<file path="config.mk">
export PLATFORM = sky130hd
export DESIGN_NAME = bcd_clock_set_controller_unit
export DESIGN_NICKNAME = d
export VERILOG_FILES = /design/src/csc_pkg.sv /design/src/bcd_clock_set_controller_unit.sv /design/src/csc_edit_core.sv
export SDC_FILE = /design/constraint.sdc
export NUM_CORES = 1
export LEC_CHECK = 0
export ABC_AREA = 1
export BUFFER_PORTS_ARGS = -buffer_cell sky130_fd_sc_hd__buf_2
export CELL_PAD_IN_SITES_DETAIL_PLACEMENT = 0
export CELL_PAD_IN_SITES_GLOBAL_PLACEMENT = 2
export CORE_ASPECT_RATIO = 1.2
export CORE_MARGIN = 5
export CORE_UTILIZATION = 38
export DETAILED_ROUTE_END_ITERATION = 8
export GPL_TIMING_DRIVEN = 0
export HOLD_SLACK_MARGIN = 0.02
export PLACE_DENSITY = 0.94
export RECOVER_POWER = 25
export SKIP_LAST_GASP = 1
export SLEW_MARGIN = 10
export SYNTH_ARGS = -nofsm -noshare
export SYNTH_HDL_FRONTEND = slang
export SYNTH_SLANG_ARGS = --single-unit
</file>
<file path="constraint.sdc">
create_clock -name clock -period 10.7 [get_ports clock]
set_clock_uncertainty 0.1 [all_clocks]
set_input_delay 0.535 -clock clock [delete_from_list [all_inputs] [get_ports clock]]
set_output_delay 0.535 -clock clock [all_outputs]
set_load 0.05 [all_outputs]
</file>
<file path="src/csc_pkg.sv">
// ----------------------------------------------------------------------------
// Clock set controller package
// Shared types, codes, field limits and BCD conversion functions.
// ----------------------------------------------------------------------------
package csc_pkg;

   localparam int FIELD_COUNT = 7;
   localparam int VALUE_W     = 7;
   localparam int IDLE_W      = 17;
   localparam int LIMIT_W     = 16;

   localparam logic [LIMIT_W-1:0] TIMEOUT_RESET = 16'd10000;

   typedef enum logic [2:0] {
      KIND_START = 3'd0,
      KIND_NONE  = 3'd1,
      KIND_UP    = 3'd2,
      KIND_DOWN  = 3'd3,
      KIND_ENTER = 3'd4
   } kind_type;

   localparam logic [2:0] FIELD_YEAR    = 3'd0;
   localparam logic [2:0] FIELD_MONTH   = 3'd1;
   localparam logic [2:0] FIELD_DAY     = 3'd2;
   localparam logic [2:0] FIELD_WEEKDAY = 3'd3;
   localparam logic [2:0] FIELD_HOUR    = 3'd4;
   localparam logic [2:0] FIELD_MINUTE  = 3'd5;
   localparam logic [2:0] FIELD_SECOND  = 3'd6;

   typedef struct packed {
      logic [2:0]  kind;
      logic [7:0]  load_year_bcd;
      logic [15:0] load_month_day_bcd;
      logic [15:0] load_weekday_hour_bcd;
      logic [15:0] load_minute_second_bcd;
   } item_type;

   typedef struct packed {
      logic [7:0]  year_bcd;
      logic [12:0] month_day_bcd;
      logic [10:0] weekday_hour_bcd;
      logic [14:0] minute_second_bcd;
      logic [2:0]  field_selected;
      logic        session_active;
      logic        finished;
   } result_type;

   function automatic logic [VALUE_W-1:0] field_low(input logic [2:0] sel);
      logic [VALUE_W-1:0] lo;
      unique case (sel)
         FIELD_MONTH, FIELD_DAY: lo = 7'd1;
         default:                lo = 7'd0;
      endcase
      return lo;
   endfunction

   function automatic logic [VALUE_W-1:0] field_high(input logic [2:0] sel);
      logic [VALUE_W-1:0] hi;
      unique case (sel)
         FIELD_YEAR:                hi = 7'd99;
         FIELD_MONTH:               hi = 7'd12;
         FIELD_DAY:                 hi = 7'd31;
         FIELD_WEEKDAY:             hi = 7'd6;
         FIELD_HOUR:                hi = 7'd23;
         FIELD_MINUTE, FIELD_SECOND: hi = 7'd59;
         default:                   hi = 7'd0;
      endcase
      return hi;
   endfunction

   // High nibble times ten plus low nibble, without range checking.
   function automatic logic [7:0] bcd_decode(input logic [7:0] b);
      logic [7:0] tens8;
      logic [7:0] tens2;
      tens8 = {1'b0, b[7:4], 3'b000};
      tens2 = {3'b000, b[7:4], 1'b0};
      return tens8 + tens2 + {4'b0000, b[3:0]};
   endfunction

   function automatic logic [VALUE_W-1:0] load_value(input logic [2:0] sel,
                                                     input logic [7:0] b);
      logic [7:0] dec;
      logic [VALUE_W-1:0] lo;
      logic [VALUE_W-1:0] hi;
      dec = bcd_decode(b);
      lo  = field_low(sel);
      hi  = field_high(sel);
      if ((dec > {1'b0, hi}) || (dec < {1'b0, lo})) begin
         return lo;
      end
      return dec[VALUE_W-1:0];
   endfunction

   // Tens found by multiplying with 205/2048, exact for values below 100.
   function automatic logic [7:0] bin_to_bcd(input logic [VALUE_W-1:0] v);
      logic [14:0] prod;
      logic [3:0]  tens;
      logic [6:0]  ones;
      prod = {8'd0, v} * 15'd205;
      tens = prod[14:11];
      ones = v - ({3'b000, tens} << 3) - ({3'b000, tens} << 1);
      return {tens, ones[3:0]};
   endfunction

endpackage

</file>
<file path="src/bcd_clock_set_controller_unit.sv">
// ----------------------------------------------------------------------------
// BCD clock set controller
// Path: each item passes the input register, then the output register.
// Throughput: one item per cycle while the output is not stalled; a stalled
// result lets the input register take one more item, then the input stalls.
// Reset: synchronous, active high; fields return to their lowest values, no
// session is open and the timeout limit returns to 10000.
// ----------------------------------------------------------------------------
module bcd_clock_set_controller_unit
   import csc_pkg::*;
(
   input  logic        clock,
   input  logic        reset,

   input  logic        req_valid,
   output logic        req_stall,
   input  logic [2:0]  req_kind,
   input  logic [7:0]  req_load_year_bcd,
   input  logic [15:0] req_load_month_day_bcd,
   input  logic [15:0] req_load_weekday_hour_bcd,
   input  logic [15:0] req_load_minute_second_bcd,

   output logic        rsp_valid,
   input  logic        rsp_stall,
   output logic [7:0]  rsp_year_bcd,
   output logic [12:0] rsp_month_day_bcd,
   output logic [10:0] rsp_weekday_hour_bcd,
   output logic [14:0] rsp_minute_second_bcd,
   output logic [2:0]  rsp_field_selected,
   output logic        rsp_session_active,
   output logic        rsp_finished,

   input  logic        csr_wr_en,
   input  logic [15:0] csr_wr_data
);

   logic               in_valid_ff, in_valid_in;
   item_type           item_ff,     item_in;
   logic               rsp_valid_ff, rsp_valid_in;
   result_type         rsp_ff,      rsp_in;
   logic [LIMIT_W-1:0] limit_ff,    limit_in;

   logic       req_accept;
   logic       out_busy;
   logic       step_en;
   result_type core_result;

   assign out_busy   = rsp_valid_ff && rsp_stall;
   assign step_en    = in_valid_ff && !out_busy;
   assign req_stall  = in_valid_ff && out_busy;
   assign req_accept = req_valid && !req_stall;

   always_comb begin
      in_valid_in  = req_accept || (in_valid_ff && !step_en);
      item_in      = req_accept ? {req_kind, req_load_year_bcd, req_load_month_day_bcd,
                                   req_load_weekday_hour_bcd,
                                   req_load_minute_second_bcd} : item_ff;
      rsp_valid_in = step_en || out_busy;
      rsp_in       = step_en ? core_result : rsp_ff;
      limit_in     = csr_wr_en ? csr_wr_data : limit_ff;
   end

   csc_edit_core u_edit_core (
      .clock         (clock),
      .reset         (reset),
      .step_en       (step_en),
      .item          (item_ff),
      .timeout_limit (limit_ff),
      .result        (core_result)
   );

   always_ff @(posedge clock) begin
      if (reset) begin
         in_valid_ff  <= 1'b0;
         rsp_valid_ff <= 1'b0;
         limit_ff     <= TIMEOUT_RESET;
      end else begin
         in_valid_ff  <= in_valid_in;
         rsp_valid_ff <= rsp_valid_in;
         limit_ff     <= limit_in;
      end
   end

   always_ff @(posedge clock) begin
      item_ff <= item_in;
      rsp_ff  <= rsp_in;
   end

   assign rsp_valid             = rsp_valid_ff;
   assign rsp_year_bcd          = rsp_ff.year_bcd;
   assign rsp_month_day_bcd     = rsp_ff.month_day_bcd;
   assign rsp_weekday_hour_bcd  = rsp_ff.weekday_hour_bcd;
   assign rsp_minute_second_bcd = rsp_ff.minute_second_bcd;
   assign rsp_field_selected    = rsp_ff.field_selected;
   assign rsp_session_active    = rsp_ff.session_active;
   assign rsp_finished          = rsp_ff.finished;

   a_finished_closes: assert property (@(posedge clock) disable iff (reset)
      rsp_valid_ff && rsp_ff.finished |-> !rsp_ff.session_active)
      else $error("finished result shows an open session");

   a_step_fills_output: assert property (@(posedge clock) disable iff (reset)
      step_en |=> rsp_valid_ff)
      else $error("processed item left no result");

   a_stall_only_when_full: assert property (@(posedge clock) disable iff (reset)
      req_stall |-> in_valid_ff && rsp_valid_ff)
      else $error("input stalled with free space");

   a_field_in_range: assert property (@(posedge clock) disable iff (reset)
      rsp_valid_ff |-> rsp_ff.field_selected != 3'd7)
      else $error("selected field out of range");

endmodule

</file>
<file path="src/csc_edit_core.sv">
// ----------------------------------------------------------------------------
// Clock set controller edit core
// Holds the time fields and session state and applies one item per step.
// ----------------------------------------------------------------------------
module csc_edit_core
   import csc_pkg::*;
(
   input  logic               clock,
   input  logic               reset,
   input  logic               step_en,
   input  item_type           item,
   input  logic [LIMIT_W-1:0] timeout_limit,
   output result_type         result
);

   logic [6:0]        year_ff,    year_in;
   logic [3:0]        month_ff,   month_in;
   logic [4:0]        day_ff,     day_in;
   logic [2:0]        weekday_ff, weekday_in;
   logic [4:0]        hour_ff,    hour_in;
   logic [5:0]        minute_ff,  minute_in;
   logic [5:0]        second_ff,  second_in;
   logic [2:0]        sel_ff,     sel_in;
   logic [IDLE_W-1:0] idle_ff,    idle_in;
   logic              edit_ff,    edit_in;

   logic [VALUE_W-1:0] cur [FIELD_COUNT];
   logic [VALUE_W-1:0] nxt [FIELD_COUNT];
   logic [7:0]         load_byte [FIELD_COUNT];
   logic [VALUE_W-1:0] sel_val;
   logic [VALUE_W-1:0] lo;
   logic [VALUE_W-1:0] hi;
   logic [VALUE_W-1:0] up_val;
   logic [VALUE_W-1:0] dn_val;
   logic [IDLE_W-1:0]  idle_inc;
   logic               done;

   always_comb begin
      cur[0] = year_ff;
      cur[1] = {3'b000, month_ff};
      cur[2] = {2'b00, day_ff};
      cur[3] = {4'b0000, weekday_ff};
      cur[4] = {2'b00, hour_ff};
      cur[5] = {1'b0, minute_ff};
      cur[6] = {1'b0, second_ff};

      load_byte[0] = item.load_year_bcd;
      load_byte[1] = item.load_month_day_bcd[15:8];
      load_byte[2] = item.load_month_day_bcd[7:0];
      load_byte[3] = item.load_weekday_hour_bcd[15:8];
      load_byte[4] = item.load_weekday_hour_bcd[7:0];
      load_byte[5] = item.load_minute_second_bcd[15:8];
      load_byte[6] = item.load_minute_second_bcd[7:0];

      unique case (sel_ff)
         FIELD_YEAR:    sel_val = cur[0];
         FIELD_MONTH:   sel_val = cur[1];
         FIELD_DAY:     sel_val = cur[2];
         FIELD_WEEKDAY: sel_val = cur[3];
         FIELD_HOUR:    sel_val = cur[4];
         FIELD_MINUTE:  sel_val = cur[5];
         FIELD_SECOND:  sel_val = cur[6];
         default:       sel_val = '0;
      endcase

      lo     = field_low(sel_ff);
      hi     = field_high(sel_ff);
      up_val = (sel_val >= hi) ? lo : sel_val + 7'd1;
      dn_val = (sel_val <= lo) ? hi : sel_val - 7'd1;

      idle_inc = idle_ff + {{(IDLE_W-1){1'b0}}, 1'b1};

      for (int i = 0; i < FIELD_COUNT; i++) begin
         nxt[i] = cur[i];
      end
      sel_in  = sel_ff;
      idle_in = idle_ff;
      edit_in = edit_ff;
      done    = 1'b0;

      if (step_en) begin
         if (item.kind == KIND_START) begin
            for (int i = 0; i < FIELD_COUNT; i++) begin
               nxt[i] = load_value(3'(i), load_byte[i]);
            end
            sel_in  = FIELD_YEAR;
            idle_in = '0;
            edit_in = 1'b1;
         end else if (edit_ff) begin
            if (idle_inc > {1'b0, timeout_limit}) begin
               idle_in = '0;
               done    = 1'b1;
            end else begin
               idle_in = idle_inc;
            end
            unique case (item.kind)
               KIND_UP:   nxt[sel_ff] = up_val;
               KIND_DOWN: nxt[sel_ff] = dn_val;
               KIND_ENTER: begin
                  if (sel_ff == FIELD_SECOND) begin
                     sel_in = FIELD_YEAR;
                     done   = 1'b1;
                  end else begin
                     sel_in = sel_ff + 3'd1;
                  end
               end
               default: ;
            endcase
            if (done) begin
               edit_in = 1'b0;
            end
         end
      end

      year_in    = nxt[0];
      month_in   = nxt[1][3:0];
      day_in     = nxt[2][4:0];
      weekday_in = nxt[3][2:0];
      hour_in    = nxt[4][4:0];
      minute_in  = nxt[5][5:0];
      second_in  = nxt[6][5:0];
   end

   always_comb begin
      logic [7:0] year_b;
      logic [7:0] month_b;
      logic [7:0] day_b;
      logic [7:0] weekday_b;
      logic [7:0] hour_b;
      logic [7:0] minute_b;
      logic [7:0] second_b;
      year_b    = bin_to_bcd(nxt[0]);
      month_b   = bin_to_bcd(nxt[1]);
      day_b     = bin_to_bcd(nxt[2]);
      weekday_b = bin_to_bcd(nxt[3]);
      hour_b    = bin_to_bcd(nxt[4]);
      minute_b  = bin_to_bcd(nxt[5]);
      second_b  = bin_to_bcd(nxt[6]);
      result.year_bcd          = year_b;
      result.month_day_bcd     = {month_b[4:0], day_b};
      result.weekday_hour_bcd  = {weekday_b[2:0], hour_b};
      result.minute_second_bcd = {minute_b[6:0], second_b};
      result.field_selected    = sel_in;
      result.session_active    = edit_in;
      result.finished          = done;
   end

   always_ff @(posedge clock) begin
      if (reset) begin
         year_ff    <= '0;
         month_ff   <= 4'd1;
         day_ff     <= 5'd1;
         weekday_ff <= '0;
         hour_ff    <= '0;
         minute_ff  <= '0;
         second_ff  <= '0;
         sel_ff     <= FIELD_YEAR;
         idle_ff    <= '0;
         edit_ff    <= 1'b0;
      end else begin
         year_ff    <= year_in;
         month_ff   <= month_in;
         day_ff     <= day_in;
         weekday_ff <= weekday_in;
         hour_ff    <= hour_in;
         minute_ff  <= minute_in;
         second_ff  <= second_in;
         sel_ff     <= sel_in;
         idle_ff    <= idle_in;
         edit_ff    <= edit_in;
      end
   end

endmodule
</file>
==> impl_metrics.tcl, run 1 <==
set metrics [dict create \
    cts_tree "built" \
    wl_microns 48400 \
    io_buffers 132 \
    worst_hold_slack_ns 0.127 \
    cts_resized 0 \
    peakVddDrop_mv 0.124 \
    ys.flop_type "edfxtp_1" \
    drv_slew 0 \
    drtIter0Drc 687 \
    path_clk_slew_ns 0.08 \
    netlist_instances 2147 \
    period_needed_ns 8.12 \
    drive_above_1_share 0.112 \
    post_cts_buffers 0 \
    synthArstFlopShare 0 \
    cp.arrival_ns 8.25 \
    maxSlewHeadroom 0.356 \
    grt_pass1_vias 15100 \
    cts_sinks 186 \
    critPathSlowestCell "a22oi_1" \
    p_leak_nw 10.1 \
    final_common_cell "nand2_1" \
    dp_cells 2898 \
    fin_setup_tns_ns 0 \
    clock_tree.buffer_depth 2 \
    overflow 0 \
    worst_pin_slew_ns 0.963 \
    vias 14600 \
    run_status "finished, final reports clean" \
    layout_common_cells "nand2_1, inv_1, ha_1" \
    cp-end-kind "register" \
    synth_edf_count 111 \
    synth_cell_types 60 \
    route.antenna.remaining_nets 0 \
    initial_core_util 0.383 \
    drv_cap 0 \
    die_y_microns 245 \
    hold_class "input port to register" \
    io_pins 134 \
    p_per_area_mw_per_mm2 119 \
    antenna_found_initial 1 \
    setup_viol 0 \
    syn_area_sq_mm 0.0176 \
    cpPeakStageDelay_ns 0.64 \
    synthTopCellsByArea "ha_1, edfxtp_1, dfxtp_1" \
    synth_nets 2608 \
    h-tree-depth 4 \
    yosysWarnings 0 \
    min_period_over_period 0.759 \
    routedWlPerCell_microns 16.5 \
    stdcell_count 2930 \
    clockRootBuffer "clkbuf_16" \
    crit_fanout 10 \
    antennaDiodeCount 0 \
    finalCoreUtilization 0.429 \
    worst_setup_path_start_kind "register" \
    fin_total_pwr_w 0.00234 \
    die_w_microns 206 \
    drc 0 \
    avgViaCountPerCell 4.99 \
    num_rows 86 \
    postCtsHoldBufs 0 \
    track_usage 0.196 \
    core_area_sq_mm 0.0458 \
    drt_first_pass_iters 5 \
    die_area_sq_mm 0.0506 \
    place_congestion 0.956 \
    ys_ff_latch 186 \
    crit_type "register to register" \
    fin_nets 2762 \
    synth_top_area_frac 0.222 \
    path_common_cell "nand2_1" \
    syn2layout_area_growth_pct 12.0 \
    dp_hpwl_microns 39700 \
    grt_pass1_wl_microns 78000 \
    yosysSeqAreaShare 0.275 \
    cts-buffers-inserted 17 \
    rsz0062_at_grt "no" \
    fmax_mhz 123 \
    hold_viol 0 \
    yosysTopAreaCell "ha_1" \
    clk_latency_ns 0.49 \
    syn_avg_cell_area_sq_um 8.18 \
    grt_max_degree 41 \
    cp.required_ns 10.83 \
]
[state kept, by name, indices dropped and copies added, names as in the netlist, 3 cells and up]
signal                  cells
u_edit_core.idle_ff        17
u_edit_core.second_ff       6
item_ff                    59
rsp_weekday_hour_bcd       11
u_edit_core.hour_ff         5
limit_ff                   16
rsp_field_selected          3
rsp_minute_second_bcd      15
u_edit_core.minute_ff       6
u_edit_core.weekday_ff      3
u_edit_core.day_ff          5
u_edit_core.month_ff        4
rsp_year_bcd                8
u_edit_core.year_ff         7
u_edit_core.sel_ff          3
rsp_month_day_bcd          13
[per-stage QoR]
| step | worst slack, ns | cell area (sq um) |
|---|---|---|
| floorplan | 3.01 | 17600 |
| global placement | -0.469 | 19000 |
| detailed placement | 2.28 | 19100 |
| CTS | 2.51 | 19700 |
| global route | 1.90 | 19700 |
| finish | 2.58 | 19700 |
[area by class of cell]
| cell class | instances | area, sq um |
|---|---|---|
| Buffer | 36 | 180 |
| Clock buffer | 17 | 425 |
| Clock inverter | 15 | 195 |
| Fill cell | 4723 | 26200 |
| Inverter | 389 | 1460 |
| Multi-Input combinational cell | 1536 | 11100 |
| Sequential cell | 186 | 4830 |
| Tap cell | 616 | 771 |
| Timing Repair Buffer | 135 | 717 |
[metal layers]
layer	GRT usage	vias up	wire (microns)
met5	0	-	13
met4	0.0703	2	1440
met3	0.0249	62	1650
met2	0.362	275	25000
met1	0.231	6885	20400
li1	-	7401	-
[worst paths after layout]
| path | cells past startpoint | to | start | slack [ns] |
|---|---|---|---|---|
| hold reg to reg | 2 | u_edit_core.idle_ff[8] | u_edit_core.idle_ff[8] | 0.37 |
| hold / removal | 1 | item_ff[41] | req_load_month_day_bcd[9] | 0.13 |
| setup / recovery | 45 | rsp_month_day_bcd[3] | u_edit_core.sel_ff[0] | 2.58 |
| setup reg to reg | 45 | rsp_month_day_bcd[3] | u_edit_core.sel_ff[0] | 2.58 |
[report_power, final]
| group | switching [W] | internal, W |
|---|---|---|
| Combinational | 0.000529 | 0.000292 |
| Clock | 0.000355 | 0.000323 |
| Sequential | 0.0000231 | 0.000817 |
[logic make-up (layout without fill, tap and decap cells)]
logic type / Yosys count / after routing / share of synthesized area
AND/OR/NAND/NOR: 828 / 828 / 0.214
buffers and inverters: 425 / 592 / 0.0934
adder cells (fa/ha/maj): 381 / 381 / 0.301
AO/OA/AOI/OAI: 272 / 272 / 0.0882
flip-flops: 186 / 186 / 0.275
XOR/XNOR: 55 / 55 / 0.0274
[Yosys cell counts, types with 4 or more instances]
| cell type | n |
|---|---|
| nand3_1 | 125 |
| buf_6 | 5 |
| clkbuf_1 | 24 |
| fa_1 | 70 |
| o221ai_1 | 5 |
| o21a_1 | 5 |
| o31ai_1 | 6 |
| nor2_4 | 4 |
| a21oi_1 | 137 |
| ha_1 | 311 |
| a2111oi_0 | 5 |
| o21bai_1 | 6 |
| dfxtp_1 | 75 |
| nand2_2 | 22 |
| xnor2_1 | 23 |
| xor2_1 | 32 |
| nand2_4 | 6 |
| or2_2 | 4 |
| inv_1 | 370 |
| buf_2 | 5 |
| o22ai_1 | 4 |
| o21ai_1 | 13 |
| nor2_1 | 172 |
| nor2_2 | 14 |
| a22oi_1 | 4 |
| nor4_1 | 10 |
| nand3_2 | 7 |
| inv_2 | 17 |
| o21ai_0 | 60 |
| nor3_1 | 26 |
| o211ai_1 | 9 |
| nand3b_1 | 9 |
| nand4_1 | 26 |
| edfxtp_1 | 111 |
| nand2_1 | 384 |
[worst max-delay path: cells and delay by family, from the launching register on]
| kind | cells | cell delay [ns] |
|---|---|---|
| compound gates | 5 | 1.15 |
| xor+xnor | 1 | 0.22 |
| fa+ha+maj | 7 | 2.45 |
| buf+inv | 10 | 0.89 |
| flops | 1 | 0.37 |
| simple gates | 22 | 2.67 |
No activity file was read; power rests on OpenSTA's default activity.
==> inputs of run 2 (changes only) <==
==> constraint.sdc (replaced) <==
create_clock -name clock -period 7.7 [get_ports clock]
set_clock_uncertainty 0.1 [all_clocks]
set_input_delay 0.385 -clock clock [delete_from_list [all_inputs] [get_ports clock]]
set_output_delay 0.385 -clock clock [all_outputs]
set_load 0.05 [all_outputs]
==> impl_metrics.tcl, run 2 (same netlist as run 1, synthesis figures left out) <==
set metrics [dict create \
    overflow 0 \
    vias 15100 \
    path_common_cell "nand2_1" \
    drv_slew 0 \
    die_w_microns 206 \
    cts_tree "built" \
    top_register "item_ff" \
    run_status "finished, final reports clean" \
    io_buffers 132 \
    place_congestion 0.956 \
    peakVddDrop_mv 0.168 \
    core_area_sq_mm 0.0458 \
    grt_max_degree 41 \
    p_leak_nw 10.6 \
    cts_sinks 186 \
    final_common_cell "nand2_1" \
    routedWlPerCell_microns 16.5 \
    h-tree-depth 4 \
    initial_core_util 0.383 \
    drc 0 \
    dp_slack_ns -0.568 \
    worst_setup_path_start_kind "register" \
    maxSlewHeadroom 0.364 \
    filler_cell_count 4630 \
    drive_above_1_share 0.133 \
    p_per_area_mw_per_mm2 159 \
    clockRootBuffer "clkbuf_16" \
    layout_common_cells "nand2_1, inv_1, ha_1" \
    min_period_over_period 0.944 \
    grt_pass1_wl_microns 79800 \
    io_pins 134 \
    avgViaCountPerCell 5.00 \
    cpPeakStageDelay_ns 0.50 \
    period_needed_ns 7.27 \
    drt_first_pass_iters 5 \
    cp.arrival_ns 7.43 \
    finalCoreUtilization 0.451 \
    die_y_microns 245 \
    worst_pin_slew_ns 0.953 \
    clk_latency_ns 0.48 \
    syn2layout_area_growth_pct 17.8 \
    cts-buffers-inserted 17 \
    dp_hpwl_microns 39700 \
    crit_fanout 10 \
    setup_ws_ns 0.428 \
    cp_top_family "simple AND/OR/NAND/NOR gates" \
    largest_reg_flops 59 \
    fmax_mhz 138 \
    antenna_found_initial 0 \
    route.antenna.remaining_nets 0 \
    antennaDiodeCount 0 \
    fin_nets 2850 \
    grt_pass1_vias 15600 \
    regArea_sq_mm 0.00484 \
    drtIter0Drc 753 \
    drv_cap 0 \
    cp.required_ns 7.86 \
    crit_buf_inv 9 \
    clock_tree.buffer_depth 2 \
    die_area_sq_mm 0.0506 \
    multi_input_comb_area_sq_mm 0.0113 \
    track_usage 0.201 \
    num_rows 86 \
    hold_viol 0 \
    wl_microns 49900 \
    top_regs "item_ff: 59 flops, u_edit_core.idle_ff: 17 flops, limit_ff: 16 flops" \
    setup_viol 0 \
    cp-end-kind "register" \
    path_clk_slew_ns 0.10 \
    critPathSlowestCell "fa_1" \
    hold_class "input port to register" \
    crit_type "register to register" \
]
## run 2: changes by cell type in the layout (fill, tap and decap cells not counted), moves of 5 or more
cell,before,now
dlygate4sd3_1,0,64
buf_4,0,24
nand2_1,384,372
nand2_2,22,30
nor2_1,172,165
nor2_2,14,19
## run 2: report_power, final
part / internal (W) / switching [W] / total, W
clock network: 0.000449 / 0.000491 / 0.000940
registers: 0.00113 / 0.0000318 / 0.00117
logic: 0.000441 / 0.000748 / 0.00119
## run 2: per-layer routing
metal / vias up / GRT usage / share of wire / wire length, microns
li1: 7584 / - / - / -
met1: 7097 / 0.236 / 0.42 / 20800
met2: 317 / 0.374 / 0.52 / 25800
met3: 87 / 0.0219 / 0.032 / 1600
met4: 0 / 0.0720 / 0.035 / 1730
met5: - / 0 / 0 / 0
## run 2: layout make-up
cell class / instances / area share
inverter: 389 / 0.0707
tap: 616 / 0.0373
clock inverter: 15 / 0.00944
timing repair buffer: 223 / 0.0743
sequential: 186 / 0.234
buffer: 36 / 0.00907
clock buffer: 17 / 0.0206
multi-input combinational: 1536 / 0.545
## run 2: worst min-delay path: cells and delay by family
kind / cells / cell delay (ns)
AO/OA/AOI/OAI: 2 / 0.12
buffers and inverters: 1 / 0.08
## run 2: path summary, 6_finish.rpt
path         cells past startpoint                      to  slack [ns]                   start
min reg2reg                      2  u_edit_core.idle_ff[8]        0.37  u_edit_core.idle_ff[8]
min                              3             limit_ff[8]        0.04          csr_wr_data[8]
max                             45   rsp_month_day_bcd[11]        0.43   u_edit_core.sel_ff[1]
max reg2reg                     45   rsp_month_day_bcd[11]        0.43   u_edit_core.sel_ff[1]
## run 2: what timing repair did
action	in CTS	in global routing
setup endpoints to repair	9	16
hold buffers	64	0
pin swaps	3	22
setup buffers	5	19
resized for setup	13	44
hold endpoints to repair	64	0
## run 2: stage by stage
step	instance area, sq um	std cells	TNS, ns	hold WS, ns	power (W)
3_3_place_gp	19000	2895	-60.65	0.355	0.00231
4_1_cts	20400	2999	-0.0175	0.0260	0.00332
3_5_place_dp	19100	2898	-2.31	0.359	0.00234
2_1_floorplan	17600	2147	0	0.331	0.00203
5_1_grt	20700	3018	-0.156	0.0578	0.00355
6_report	20700	3018	0	0.0410	0.00330
